`src/rtl/core/spi_mam_pkg.sv`:
```
// Shared types and constants for the SPI memory access master.
// Used by spi_mam_ctrl, spi_mam_emit and spi_memory_access_master; no dependencies.
package spi_mam_pkg;

    // Command codes carried on the input tuser.
    localparam logic [1:0] CMD_START_READ  = 2'd0;
    localparam logic [1:0] CMD_START_WRITE = 2'd1;
    localparam logic [1:0] CMD_WRITE_DATA  = 2'd2;
    localparam logic [1:0] CMD_READ_DATA   = 2'd3;

    // Configuration register indexes.
    localparam logic [1:0] CFG_READ_OPCODE  = 2'd0;
    localparam logic [1:0] CFG_WRITE_OPCODE = 2'd1;
    localparam logic [1:0] CFG_DUMMY_BYTES  = 2'd2;

    localparam logic [7:0] FILLER_BYTE = 8'hFF;
    localparam logic [3:0] DUMMY_RESET = 4'd4;

    // Packed widths of the stream words.
    localparam int IN_DATA_W  = 56;
    localparam int OUT_DATA_W = 72;

    // Row position inside a header sequence.
    localparam logic [2:0] ROW_OPCODE  = 3'd0;
    localparam logic [2:0] ROW_ADDR3   = 3'd1;
    localparam logic [2:0] ROW_ADDR2   = 3'd2;
    localparam logic [2:0] ROW_ADDR1   = 3'd3;
    localparam logic [2:0] ROW_ADDR0   = 3'd4;
    localparam logic [2:0] ROW_FILLER  = 3'd5;

    // Frame phase, one-hot.
    typedef enum logic [3:0] {
        PH_IDLE  = 4'b0001,
        PH_FILL  = 4'b0010,
        PH_DATA  = 4'b0100,
        PH_WRITE = 4'b1000
    } phase_t;

    // What the result register will play out.
    typedef enum logic [1:0] {
        JOB_SINGLE    = 2'd0,
        JOB_HDR_READ  = 2'd1,
        JOB_HDR_WRITE = 2'd2
    } job_kind_t;

    // One result word, without its last mark.
    typedef struct packed {
        logic [7:0]  tx_byte;
        logic        tx_valid;
        logic        select_active;
        logic [7:0]  rx_byte;
        logic        rx_valid;
        logic [31:0] word_data;
        logic        word_valid;
        logic        done_res;
        logic [15:0] transferred;
        logic        short_request;
    } out_row_t;

    // Work handed from the control logic to the result sequencer.
    typedef struct packed {
        logic        valid;
        job_kind_t   kind;
        logic [7:0]  opcode;
        logic [31:0] address;
        out_row_t    row;
    } job_t;

endpackage

```
`src/rtl/core/spi_mam_ctrl.sv`:
```
// Frame state, configuration registers and per-word decision logic.
// Depends on spi_mam_pkg.
module spi_mam_ctrl
(
    input  logic                 clk,
    input  logic                 rst_n,
    input  logic                 cfg_write,
    input  logic [1:0]           cfg_index,
    input  logic [7:0]           cfg_data,
    input  logic                 in_fire,
    input  logic [1:0]           command,
    input  logic [31:0]          address,
    input  logic [15:0]          byte_count,
    input  logic [7:0]           data_byte,
    output spi_mam_pkg::job_t    job
);

    logic [7:0]          read_opcode_reg;
    logic [7:0]          write_opcode_reg;
    logic [3:0]          dummy_bytes_reg;
    spi_mam_pkg::phase_t phase_reg, phase_next;
    logic [15:0]         remaining_reg, remaining_next;
    logic [15:0]         moved_reg, moved_next;
    logic [23:0]         word_shift_reg, word_shift_next;
    logic [1:0]          byte_in_word_reg, byte_in_word_next;

    logic [1:0]  skip;
    logic [1:0]  trim;
    logic [4:0]  fill;
    logic [15:0] moved_inc;
    logic [15:0] remaining_dec;
    logic [23:0] fill_dec;

    // Configuration registers.
    always_ff @(posedge clk or negedge rst_n)
    begin
        if (!rst_n)
        begin
            read_opcode_reg  <= '0;
            write_opcode_reg <= '0;
            dummy_bytes_reg  <= spi_mam_pkg::DUMMY_RESET;
        end
        else if (cfg_write)
        begin
            unique case (cfg_index)
                spi_mam_pkg::CFG_READ_OPCODE:  read_opcode_reg  <= cfg_data;
                spi_mam_pkg::CFG_WRITE_OPCODE: write_opcode_reg <= cfg_data;
                spi_mam_pkg::CFG_DUMMY_BYTES:  dummy_bytes_reg  <= cfg_data[3:0];
                default: ;
            endcase
        end
    end

    // Shared arithmetic for the start and data commands.
    assign skip          = address[1:0];
    assign trim          = byte_count[1:0] + skip;
    assign fill          = {1'b0, dummy_bytes_reg} + {3'b000, skip};
    assign moved_inc     = moved_reg + 16'd1;
    assign remaining_dec = remaining_reg - 16'd1;
    assign fill_dec      = word_shift_reg - 24'd1;

    // Next state and the result job for the word presented on the input.
    always_comb
    begin
        phase_next        = phase_reg;
        remaining_next    = remaining_reg;
        moved_next        = moved_reg;
        word_shift_next   = word_shift_reg;
        byte_in_word_next = byte_in_word_reg;
        job               = '0;
        job.kind          = spi_mam_pkg::JOB_SINGLE;
        job.address       = address;

        unique case (command)
            spi_mam_pkg::CMD_START_READ:
            begin
                if (phase_reg == spi_mam_pkg::PH_IDLE)
                begin
                    job.valid = 1'b1;
                    if (byte_count < 16'd4)
                    begin
                        job.row.done_res      = 1'b1;
                        job.row.short_request = 1'b1;
                    end
                    else
                    begin
                        job.kind          = spi_mam_pkg::JOB_HDR_READ;
                        job.opcode        = read_opcode_reg;
                        remaining_next    = byte_count - {14'd0, trim};
                        moved_next        = '0;
                        byte_in_word_next = '0;
                        word_shift_next   = {19'd0, fill};
                        phase_next        = (fill == 5'd0) ? spi_mam_pkg::PH_DATA
                                                           : spi_mam_pkg::PH_FILL;
                    end
                end
            end

            spi_mam_pkg::CMD_START_WRITE:
            begin
                if (phase_reg == spi_mam_pkg::PH_IDLE)
                begin
                    job.valid = 1'b1;
                    if (byte_count == 16'd0)
                    begin
                        job.row.done_res = 1'b1;
                    end
                    else
                    begin
                        job.kind       = spi_mam_pkg::JOB_HDR_WRITE;
                        job.opcode     = write_opcode_reg;
                        remaining_next = byte_count;
                        moved_next     = '0;
                        phase_next     = spi_mam_pkg::PH_WRITE;
                    end
                end
            end

            spi_mam_pkg::CMD_WRITE_DATA:
            begin
                if (phase_reg == spi_mam_pkg::PH_WRITE)
                begin
                    job.valid       = 1'b1;
                    job.row.tx_byte = data_byte;
                    job.row.tx_valid = 1'b1;
                    moved_next      = moved_inc;
                    remaining_next  = remaining_dec;
                    if (remaining_dec == 16'd0)
                    begin
                        job.row.done_res    = 1'b1;
                        job.row.transferred = moved_inc;
                        phase_next          = spi_mam_pkg::PH_IDLE;
                    end
                    else
                    begin
                        job.row.select_active = 1'b1;
                    end
                end
            end

            spi_mam_pkg::CMD_READ_DATA:
            begin
                if (phase_reg == spi_mam_pkg::PH_FILL)
                begin
                    job.valid             = 1'b1;
                    job.row.tx_byte       = spi_mam_pkg::FILLER_BYTE;
                    job.row.tx_valid      = 1'b1;
                    job.row.select_active = 1'b1;
                    word_shift_next       = fill_dec;
                    if (fill_dec == 24'd0)
                    begin
                        phase_next = spi_mam_pkg::PH_DATA;
                    end
                end
                else if (phase_reg == spi_mam_pkg::PH_DATA)
                begin
                    job.valid        = 1'b1;
                    job.row.rx_byte  = data_byte;
                    job.row.rx_valid = 1'b1;
                    if (byte_in_word_reg == 2'd3)
                    begin
                        job.row.word_data  = {word_shift_reg, data_byte};
                        job.row.word_valid = 1'b1;
                        word_shift_next    = '0;
                        byte_in_word_next  = '0;
                    end
                    else
                    begin
                        word_shift_next   = {word_shift_reg[15:0], data_byte};
                        byte_in_word_next = byte_in_word_reg + 2'd1;
                    end
                    moved_next     = moved_inc;
                    remaining_next = remaining_dec;
                    if (remaining_dec == 16'd0)
                    begin
                        job.row.done_res    = 1'b1;
                        job.row.transferred = moved_inc;
                        phase_next          = spi_mam_pkg::PH_IDLE;
                        word_shift_next     = '0;
                        byte_in_word_next   = '0;
                    end
                    else
                    begin
                        job.row.tx_byte       = spi_mam_pkg::FILLER_BYTE;
                        job.row.tx_valid      = 1'b1;
                        job.row.select_active = 1'b1;
                    end
                end
            end

            default: ;
        endcase
    end

    // Frame state advances only on an accepted input word.
    always_ff @(posedge clk or negedge rst_n)
    begin
        if (!rst_n)
        begin
            phase_reg        <= spi_mam_pkg::PH_IDLE;
            remaining_reg    <= '0;
            moved_reg        <= '0;
            word_shift_reg   <= '0;
            byte_in_word_reg <= '0;
        end
        else if (in_fire)
        begin
            phase_reg        <= phase_next;
            remaining_reg    <= remaining_next;
            moved_reg        <= moved_next;
            word_shift_reg   <= word_shift_next;
            byte_in_word_reg <= byte_in_word_next;
        end
    end

endmodule

```
`src/rtl/core/spi_mam_emit.sv`:
```
// Result register and row sequencer: plays out one job as one or more result words.
// Depends on spi_mam_pkg.
module spi_mam_emit
(
    input  logic                  clk,
    input  logic                  rst_n,
    input  logic                  load,
    input  spi_mam_pkg::job_t     job_in,
    input  logic                  out_ready,
    output logic                  out_valid,
    output logic                  out_last,
    output spi_mam_pkg::out_row_t out_row,
    output logic                  free_next
);

    logic              valid_reg;
    logic [2:0]        idx_reg;
    spi_mam_pkg::job_t job_reg;
    logic              out_fire;

    assign out_valid = valid_reg;
    assign out_fire  = valid_reg && out_ready;
    // The register can take a new job when empty or when its final word leaves now.
    assign free_next = !valid_reg || (out_fire && out_last);

    // Build the current row from the held job and the row position.
    always_comb
    begin
        out_row  = '0;
        out_last = 1'b0;
        case (job_reg.kind)
            spi_mam_pkg::JOB_HDR_READ,
            spi_mam_pkg::JOB_HDR_WRITE:
            begin
                out_row.tx_valid      = 1'b1;
                out_row.select_active = 1'b1;
                case (idx_reg)
                    spi_mam_pkg::ROW_OPCODE: out_row.tx_byte = job_reg.opcode;
                    spi_mam_pkg::ROW_ADDR3:  out_row.tx_byte = job_reg.address[31:24];
                    spi_mam_pkg::ROW_ADDR2:  out_row.tx_byte = job_reg.address[23:16];
                    spi_mam_pkg::ROW_ADDR1:  out_row.tx_byte = job_reg.address[15:8];
                    spi_mam_pkg::ROW_ADDR0:  out_row.tx_byte = job_reg.address[7:0];
                    default:                 out_row.tx_byte = spi_mam_pkg::FILLER_BYTE;
                endcase
                if (job_reg.kind == spi_mam_pkg::JOB_HDR_READ)
                begin
                    out_last = (idx_reg == spi_mam_pkg::ROW_FILLER);
                end
                else
                begin
                    out_last = (idx_reg == spi_mam_pkg::ROW_ADDR0);
                end
            end
            default:
            begin
                out_row  = job_reg.row;
                out_last = 1'b1;
            end
        endcase
    end

    // Control: occupancy and row position.
    always_ff @(posedge clk or negedge rst_n)
    begin
        if (!rst_n)
        begin
            valid_reg <= 1'b0;
            idx_reg   <= '0;
        end
        else if (load)
        begin
            valid_reg <= 1'b1;
            idx_reg   <= '0;
        end
        else if (out_fire)
        begin
            if (out_last)
            begin
                valid_reg <= 1'b0;
            end
            idx_reg <= idx_reg + 3'd1;
        end
    end

    // Payload of the held job.
    always_ff @(posedge clk)
    begin
        if (load)
        begin
            job_reg <= job_in;
        end
    end

endmodule

```
`src/rtl/core/spi_memory_access_master.sv`:
```
// Top level of the SPI memory access master: stream ports, config port and word packing.
// Depends on spi_mam_pkg, spi_mam_ctrl and spi_mam_emit.

// An input word is taken whenever the result register is empty or its final result word
// is taken in the same cycle, so data and received-byte commands, which give one result
// word each, run at one word per clock while the output is ready. A start-read plays out
// six result words (opcode, four address bytes, first filler) and a start-write five, one
// per clock while the output is ready, and the input waits until the last of them leaves;
// ignored commands are taken but give no result. Configuration writes are always accepted
// and must be issued only while no transfer result is pending.
module spi_memory_access_master
(
    input  logic                                clk,
    input  logic                                rst_n,
    // Configuration write channel.
    input  logic                                cfg_valid,
    output logic                                cfg_ready,
    input  logic [1:0]                          cfg_index,
    input  logic [7:0]                          cfg_data,
    // Input stream.
    input  logic                                s_tvalid,
    output logic                                s_tready,
    // address [31:0], byte_count [47:32], data_byte [55:48]
    input  logic [spi_mam_pkg::IN_DATA_W-1:0]   s_tdata,
    // command [1:0]
    input  logic [1:0]                          s_tuser,
    // Output stream.
    output logic                                m_tvalid,
    input  logic                                m_tready,
    // tx_byte [7:0], tx_valid [8], select_active [9], rx_byte [17:10], rx_valid [18],
    // word_data [50:19], word_valid [51], done_res [52], transferred [68:53],
    // short_request [69], zero [71:70]
    output logic [spi_mam_pkg::OUT_DATA_W-1:0]  m_tdata,
    output logic                                m_tlast
);

    spi_mam_pkg::job_t     job;
    spi_mam_pkg::out_row_t row;
    logic                  in_fire;
    logic                  free_next;

    assign cfg_ready = 1'b1;
    assign s_tready  = free_next;
    assign in_fire   = s_tvalid && s_tready;

    // Frame state and per-word decisions.
    spi_mam_ctrl u_ctrl
    (
        .clk        (clk),
        .rst_n      (rst_n),
        .cfg_write  (cfg_valid && cfg_ready),
        .cfg_index  (cfg_index),
        .cfg_data   (cfg_data),
        .in_fire    (in_fire),
        .command    (s_tuser),
        .address    (s_tdata[31:0]),
        .byte_count (s_tdata[47:32]),
        .data_byte  (s_tdata[55:48]),
        .job        (job)
    );

    // Result register and row sequencing.
    spi_mam_emit u_emit
    (
        .clk       (clk),
        .rst_n     (rst_n),
        .load      (in_fire && job.valid),
        .job_in    (job),
        .out_ready (m_tready),
        .out_valid (m_tvalid),
        .out_last  (m_tlast),
        .out_row   (row),
        .free_next (free_next)
    );

    // Pack the result fields, first field in the lowest bits.
    assign m_tdata = {2'b00,
                      row.short_request,
                      row.transferred,
                      row.done_res,
                      row.word_valid,
                      row.word_data,
                      row.rx_valid,
                      row.rx_byte,
                      row.select_active,
                      row.tx_valid,
                      row.tx_byte};

endmodule

```
`config.mk`:
```
export PLATFORM = sky130hd
export DESIGN_NAME = spi_memory_access_master
export DESIGN_NICKNAME = d
export VERILOG_FILES = /design/src/rtl/core/spi_mam_pkg.sv /design/src/rtl/core/spi_mam_ctrl.sv /design/src/rtl/core/spi_mam_emit.sv /design/src/rtl/core/spi_memory_access_master.sv
export SDC_FILE = /design/constraint.sdc
export NUM_CORES = 1
export LEC_CHECK = 0
export ABC_AREA = 0
export BUFFER_PORTS_ARGS = -buffer_cell sky130_fd_sc_hd__clkbuf_2
export CORE_MARGIN = 2
export CORE_UTILIZATION = 60
export CTS_BUF_LIST = sky130_fd_sc_hd__clkbuf_8
export DETAILED_ROUTE_END_ITERATION = 8
export PLACE_DENSITY = 0.83
export SETUP_SLACK_MARGIN = 0.5
export SYNTH_ARGS = -nofsm -noshare
export SYNTH_HDL_FRONTEND = slang
export SYNTH_SLANG_ARGS = --single-unit
```
`constraint.sdc`:
```
create_clock -name clk -period 9.77 [get_ports clk]
set_input_delay 0.977 -clock clk [delete_from_list [all_inputs] [get_ports clk]]
set_output_delay 0.977 -clock clk [all_outputs]
set_load 0.05 [all_outputs]
```
### Yosys cells after proc, flatten, opt, wreduce, memory -nomap -nowiden

Index checks and enable logic that the tools add are counted.

| cells by class | value |
|---|---|
| $mul | 0 |
| bitwise logic cells | 3 |
| reduce and logical (&&, ||, !) cells | 28 |
| magnitude comparators | 1 |
| divide/modulo/power cells | 0 |
| equality and inequality tests | 26 |
| shift operators | 0 |
| multiplexer cells | 76 |
| add/sub/neg operators | 8 |

Operators by type and width:

| kind | number |
|---|---|
| $mux W16 | 14 |
| $mux W24 | 6 |
| $pmux W16 S4 | 2 |
| $mux W69 | 1 |
| $mux W60 | 1 |
| $mux W17 | 3 |
| $mux W10 | 5 |
| $pmux W24 S2 | 1 |
| $pmux W10 S2 | 2 |
| $pmux W8 S5 | 1 |
| $mux W4 | 9 |
| $mux W33 | 1 |
| $logic_not A16 Y1 | 2 |
| $pmux W16 S2 | 1 |
| $logic_not A24 Y1 | 1 |
| $sub A24 B1 Y24 const B | 1 |
| $mux W11 | 2 |
| $add A16 B1 Y16 const B | 1 |
| $lt A16 B3 Y1 const B | 1 |
| $pmux W4 S4 | 1 |
| $reduce_and A8 Y1 | 2 |
| $sub A16 B1 Y16 const B | 1 |
| $sub A16 B2 Y16 | 1 |
| $mux W1 | 13 |
| other kinds (36) | 69 |

| word-level totals | value |
|---|---|
| register bits | 198 |
| RAM bits | 0 |
| ROM bits | 0 |
| latch bits | 0 |
| memories | 0 |
| output and inout bits | 76 |
| input port bits | 73 |

### Depth between registers and ports, before layout

Gate-level depths: netlist of the first run.

| logic depth | value |
|---|---|
| word-level depth | 9 |
| mapped depth | 11 |

### Hierarchy

A second synthesis of the first run with hierarchy kept.

| second synthesis, totals | value |
|---|---|
| cell total of the unflattened synthesis | 1084 |
| area, all modules | 11056.9 um2 |

By module, submodules not included:

| module | times used | cells an instance | sequential area each (um2) | area each (um2) |
|---|---|---|---|---|
| spi_mam_ctrl | 1 | 819 | 2054.5 | 6573.8 |
| spi_mam_emit | 1 | 258 | 3463.3 | 4440.5 |
| spi_memory_access_master | 1 | 7 | 0.0 | 42.5 |

### Worst setup path after synthesis of the first run

Ideal clock, no wire load.

| timing path | value |
|---|---|
| kind | in2reg |
| from | input port s_tuser[1] |
| to | register u_emit.job_reg[0] in the netlist's numbering (enable) |
| slack | 2.268 ns |
| cell stages on the path | 9 |
| path buffers | 3 |
| arrival | 6.913 ns |
| setup time | 0.589 ns |
| cells stage by stage | inv_1 > ha_1 > clkbuf_1 > inv_1 > clkbuf_1 > nand2_1 > clkbuf_1 > a21oi_1 > nor2_1 |

| on the way | value |
|---|---|
| cells in the longest elaborated chain, start to end | 3 |
| elaborated cells on any way between the ends | 6 |

Ends and longest elaborated chain:

| what | line | text |
|---|---|---|
| start, declared | spi_memory_access_master.sv:26 | `input logic [1:0] s_tuser,` |
| $eq A2 B2 Y1, or another cell as far along | spi_mam_ctrl.sv:74 | `unique case (command)` |
| $pmux W1 S4 * | spi_mam_ctrl.sv:74 |  |
| $logic_and A1 B1 Y1 * | spi_memory_access_master.sv:67 | `.load (in_fire && job.valid),` |
| net u_emit.load | spi_mam_emit.sv:7 | `input logic load,` |
| end signal, assigned | spi_mam_emit.sv:90 | `job_reg <= job_in;` |
| end, declared | spi_mam_emit.sv:18 | `spi_mam_pkg::job_t job_reg;` |

Mark *: on every way through the listed nets, which the timed path passes. The rest lies on a longest branch.
A chain may end at the register's enable or synchronous reset.

### Final worst setup path of the first run

| timing path | value |
|---|---|
| from | input port s_tuser[1] |
| to | register u_emit.job_reg[108] in the netlist's numbering (enable) |

Same word-level chain as after synthesis.

==> results.cfg, run 1 <==
[floorplanning]
core_area_mm2 = 0.0174
dieArea_mm2 = 0.0190
die_h_um = 138
die_w_um = 138
io_pins = 149
start_util_pct = 61.8
rows = 48

[run]
maxCapViolCount = 0

[power_and_ir_drop]
power_frac_comb_pct = 34.1
power.leakage_nw = 5.00
swShare_pct = 40.5
p_switching_mw = 1.10
p_per_area_mw_per_mm2 = 226
ir_worst_vdd_mv = 0.146
internal_power_mw = 1.61
power_mw = 2.71
seq_power_share_pct = 45.3
pwr-share-clk_pct = 20.6

[clock_tree]
tritoncts = done
insertion_delay_ns = 0.49
cts_sinks = 198
ctsLongestPathBuffers = 2
cts_made_buffers = 17
cts_resized = 0
postCtsSetupBuffers = 0
clk_pin_slew_ns = 0.10
cts-root-buf = clkbuf_8
cts_max_level = 4
cts-hold-fix-buffers = 0

[min_path]
hp-class = in2async

[routing]
antenna_left = 0
dr.pass1.iters = 7
wire_per_inst_um = 17.8
remaining_drc_errors = 0
vias = 8522
drt_iter0_drc = 944
wl_met1_um = 10400
routed_wl_um = 24700
dr.max_layer_used = met4
vias_per_cell = 6.13
dr_wl_met3_um = 2010
dr_wl_met2_um = 11800

[finish]
fillers = 1341
diodes = 0
nNetsFinal = 1248
drive_above_1_share_pct = 19.8
largest_register_ff_count = 112
seqCellArea_mm2 = 0.00552
post-route-util_pct = 68.9
multi_input_area_mm2 = 0.00488
syn_to_final_growth_pct = 11.5

[sta]
relSlewSlack_pct = 17.0
worstMarginPinSlew_ns = 1.24
fin_tns_setup_ns = 0
rsz0062_at_grt = no
hold_viol_final = 0
skew_ns = 0.0132
setup_violations = 0
slew_viol_final = 0
min_period_ns = 4.34
post-route-period-util_pct = 44.4
clock.fmax_mhz = 230

[synth]
yosys-top-cells-count = edfxtp_1 (112), and2_1 (97), nor2_1 (92)
netlist_instances = 1049
ys_ff_latch = 198
ys_warn_count = 0
synthFlopType = edfxtp_1
syn_area_mm2 = 0.0108
synthTopCellsByArea = edfxtp_1 (31%), dfrtp_1 (20%), and2_1 (5.6%)
yosysMostFrequentCell = edfxtp_1
yosys.area.top_type = edfxtp_1
synth_top_area_share_pct = 31.2
synth_area_per_cell_um2 = 10.3
ys_seq_area_share_pct = 51.2
synth_edf_count = 112
synthArstFlopShare_pct = 43.4
yosysUniqueCellTypes = 86

[critical_path]
crit_top_cell = inv_1
reg2reg_to = u_emit.job_reg[108]
endpoint_kind = flop
cp.depth = 8
arrival_ns = 4.45
critical_path_buf_inv_count = 4
cpPeakStageDelay_ns = 0.90
path_max_fanout = 87
worstReg2RegStart = u_ctrl.phase_reg[3]
crit_slowest_cell = buf_4
r2r_cells = 6
start_kind = input port
critical_path_class = in2reg
r2r_slack_ns = 5.80
critical_path_required_ns = 9.88
crit_chain = clkbuf_2 > inv_1 > ha_1 > inv_1 > nand2_1 > a21oi_1 > nor2_4 > buf_4
path_delay_family = buffers and inverters

[grt]
antenna_found_initial = 0
grt_max_degree = 88
grtUsageTotal_pct = 26.6
grt_pass1_vias = 7667
grt_pass1_wl_um = 39300
grt-ovfl-total = 0

[placed_design]
io_buffers = 145
dpl.hpwl_um = 17200
gp_congestion = 0.968

[run_status]
status = finished, final reports clean
how the worst max path moves through the flow:
stage,from,endpoint,slack [ns]
floorplan,s_tuser[1],u_emit.job_reg[0],2.27
global placement,s_tuser[1],u_emit.job_reg[33],5.20
detailed placement,s_tuser[1],u_emit.job_reg[50],5.02
CTS,s_tuser[1],u_emit.job_reg[36],5.50
global route,s_tuser[1],u_emit.job_reg[28],5.06
finish,s_tuser[1],u_emit.job_reg[108],5.43
layer usage:
metal | GRT usage, % | vias to the layer above
met5 | 0 | -
met4 | 9.18 | 0
met3 | 4.75 | 47
met2 | 41.9 | 399
met1 | 37.3 | 4031
li1 | - | 4045
layout by cell type, fill, tap and decap left out, types with 15 or more instances in the layout:
master / instances
nor4_1: 15
o21ai_0: 74
inv_1: 30
a21o_1: 22
a21oi_1: 54
nand3_1: 16
ha_1: 20
and3_1: 20
a31oi_1: 15
nand2_1: 62
clkbuf_8: 18
clkbuf_2: 144
edfxtp_1: 112
nor2_1: 91
nor3_1: 28
and2_1: 97
xnor2_1: 18
mux2_2: 21
dfrtp_1: 84
final cells by class:
| cell class | count | share of cell area, % |
|---|---|---|
| clock buffers | 18 | 2.06 |
| clock inverters | 14 | 1.42 |
| inverters | 31 | 0.969 |
| multi-input cells | 752 | 40.7 |
| flip-flops and latches | 198 | 46.0 |
| well taps | 225 | 2.35 |
| repair buffers | 153 | 6.57 |
power groups by stage:
| stage | Clock [mW] | Combinational (mW) | Sequential, mW |
|---|---|---|---|
| after floorplan | 0 | 0.745 | 1.16 |
| after global placement | 0 | 0.896 | 1.23 |
| after detailed placement | 0 | 0.912 | 1.24 |
| after CTS | 0.562 | 0.917 | 1.22 |
| after global routing | 0.599 | 1.01 | 1.25 |
| final | 0.559 | 0.923 | 1.23 |
metrics by stage:
stage	hold slack [ns]	cells	area (µm²)	worst slack (ns)
floorplan	0.453	1050	10800	2.27
global placement	0.474	1359	11600	5.20
detailed placement	0.494	1359	11600	5.02
CTS	0.458	1391	12000	5.50
global route	0.478	1391	12000	5.06
finish	0.447	1391	12000	5.43
logic make-up after synthesis:
family | after synthesis | share of synthesized area [%]
adder cells (fa/ha/maj) | 22 | 2.63
flip-flops | 198 | 51.2
XOR/XNOR | 28 | 2.28
AND/OR/NAND/NOR | 404 | 20.7
multiplexers | 24 | 2.52
other | 2 | 0.0698
AO/OA/AOI/OAI | 271 | 16.8
buffers and inverters | 100 | 3.79
(Power assumes the default switching activity.)
==> run 2: changes to the inputs <==
--- a/config.mk
+++ b/config.mk
@@ -5,13 +5,13 @@
 export SDC_FILE = /design/constraint.sdc
 export NUM_CORES = 1
 export LEC_CHECK = 0
-export ABC_AREA = 0
+export ABC_AREA = 1
 export BUFFER_PORTS_ARGS = -buffer_cell sky130_fd_sc_hd__clkbuf_2
 export CORE_MARGIN = 2
-export CORE_UTILIZATION = 60
+export CORE_UTILIZATION = 54
 export CTS_BUF_LIST = sky130_fd_sc_hd__clkbuf_8
 export DETAILED_ROUTE_END_ITERATION = 8
-export PLACE_DENSITY = 0.83
+export PLACE_DENSITY = 0.78
 export SETUP_SLACK_MARGIN = 0.5
 export SYNTH_ARGS = -nofsm -noshare
 export SYNTH_HDL_FRONTEND = slang
==> constraint.sdc (replaced) <==
create_clock -name clk -period 3.5 [get_ports clk]
set_input_delay 0.35 -clock clk [delete_from_list [all_inputs] [get_ports clk]]
set_output_delay 0.35 -clock clk [all_outputs]
set_load 0.05 [all_outputs]
==> results.cfg, run 2 <==
[run_status]
status = finished, final reports clean

[critical_path]
critical_path_required_ns = 3.15
crit_top_cell = inv_1
r2r_cells = 13
worstReg2RegStart = u_ctrl.remaining_reg[0]
arrival_ns = 2.50
crit_start = u_emit.idx_reg[2]
path_delay_family = buffers and inverters
r2r_slack_ns = 0.81
endpoint_kind = primary output
reg2reg_to = u_ctrl.word_shift_reg[23]
crit_slowest_cell = dfrtp_1
crit_chain = inv_1 > ha_2 > nor2_1 > nand3_1 > nand2_1 > inv_1 > a31oi_1 > clkbuf_2
path_max_fanout = 11
critical_path_class = reg2out
critical_path_buf_inv_count = 3
cpPeakStageDelay_ns = 0.45
start_kind = flop

[clock_tree]
cts_max_level = 4
insertion_delay_ns = 0.48
ctsLongestPathBuffers = 2
tritoncts = done
cts_made_buffers = 17
postCtsSetupBuffers = 0
cts-hold-fix-buffers = 0
cts_sinks = 198
clk_pin_slew_ns = 0.11
cts-root-buf = clkbuf_8

[synth]
synthTopCellsByArea = edfxtp_1 (30%), dfrtp_1 (19%), nand2_1 (11%)
syn_area_mm2 = 0.0112
yosysMostFrequentCell = nand2_1
netlist_instances = 1401
synth_top_area_share_pct = 30.1
synth_area_per_cell_um2 = 7.98
ys_warn_count = 0
yosys.area.top_type = edfxtp_1
synthFlopType = edfxtp_1
yosys-top-cells-count = nand2_1 (336), inv_1 (207), nor2_1 (171)
yosysUniqueCellTypes = 48
ys_seq_area_share_pct = 49.3
synthArstFlopShare_pct = 43.4
synth_edf_count = 112
ys_ff_latch = 198

[finish]
post-route-util_pct = 61.7
stdcell_count = 1814
largest_register_ff_count = 112
drive_above_1_share_pct = 16.3
syn_to_final_growth_pct = 12.1
final_common_cell = nand2_1
final_cell_mix = nand2_1 (334), inv_1 (208), nor2_1 (171)
nNetsFinal = 1625

[placed_design]
gp_congestion = 0.918
dp_cells = 1781
io_buffers = 145
dpl.hpwl_um = 19900

[routing]
vias_per_cell = 5.40
drt_iter0_drc = 811
remaining_drc_errors = 0
routed_wl_um = 27700
antenna_left = 0
dr.pass1.iters = 6
vias = 9798
wire_per_inst_um = 15.3

[sta]
slew_viol_final = 0
rsz0062_at_grt = no
relSlewSlack_pct = 37.1
setup_violations = 0
hold_viol_final = 0
clock.fmax_mhz = 351
worstMarginPinSlew_ns = 0.943
post-route-period-util_pct = 81.5
min_period_ns = 2.85
skew_ns = 0.0194

[power_and_ir_drop]
ir_worst_vdd_mv = 0.365
power.leakage_nw = 5.92
p_per_area_mw_per_mm2 = 670
power_mw = 8.40

[floorplanning]
rows = 52
dieArea_mm2 = 0.0219
start_util_pct = 55.1
core_area_mm2 = 0.0203
die_h_um = 148
io_pins = 149
die_w_um = 148

[grt]
grtUsageTotal_pct = 25.9
grt_pass1_vias = 9249
antenna_found_initial = 1
grt_pass1_wl_um = 45300
grt_max_degree = 88
grt-ovfl-total = 0

[min_path]
hp-class = in2async

[run]
maxCapViolCount = 0
-- run 2: area by class of cell --
type                            instances  area [µm²]
Inverter                              216         811
Antenna cell                            1        2.50
Tap cell                              270         338
Multi-Input combinational cell        940        4660
Fill cell                            1829        7760
Clock buffer                           17         234
Timing Repair Buffer                  157         831
Sequential cell                       198        5520
Clock inverter                         15         136
-- run 2: worst max path at each step --
stage / endpoint / cells after the start / slack, ns
after floorplan: u_emit.job_reg[0] / 8 / -0.15
after CTS: m_tdata[5] / 8 / 0.56
after detailed placement: u_ctrl.remaining_reg[10] / 17 / 0.58
final: m_tdata[5] / 8 / 0.65
after global routing: m_tdata[5] / 8 / 0.51
after global placement: u_ctrl.remaining_reg[10] / 17 / 0.70
-- run 2: cells by family after synthesis --
group           after synthesis  synth area share, %
xor+xnor                     18                 1.48
fa+ha+maj                    22                 2.53
simple gates                667                 25.4
buf+inv                     264                 9.40
compound gates              230                 11.8
flops                       198                 49.3
other cells                   2               0.0671
-- run 2: layer usage --
metal	track usage, %	share of wire, %	up-vias
li1	-	-	4799
met1	35.1	44	4599
met2	43.1	48	344
met3	3.95	5.8	56
met4	8.48	2.2	0
met5	0	0	-
-- run 2: power breakdown --
part | total, mW | internal (mW) | switching (mW) | leakage, nW
Combinational | 3.69 | 1.02 | 2.67 | 3.57
Clock | 1.40 | 0.522 | 0.883 | 0.192
Sequential | 3.31 | 2.92 | 0.388 | 2.16
-- run 2: repair_timing --
item,CTS,global route
gates resized for setup,0,1
setup endpoints to repair,0,8
endpoints found under the hold margin,0,0
-- run 2: stage by stage --
stage | hold WS [ns] | TNS, ns | instance area [µm²] | worst slack [ns]
after detailed placement | 0.474 | 0 | 12200 | 0.583
after global placement | 0.468 | 0 | 12200 | 0.699
after CTS | 0.0250 | 0 | 12500 | 0.559
after floorplan | 0.0544 | -16.94 | 11200 | -0.150
final | 0.00380 | 0 | 12500 | 0.648
after global routing | 0.0185 | 0 | 12500 | 0.510
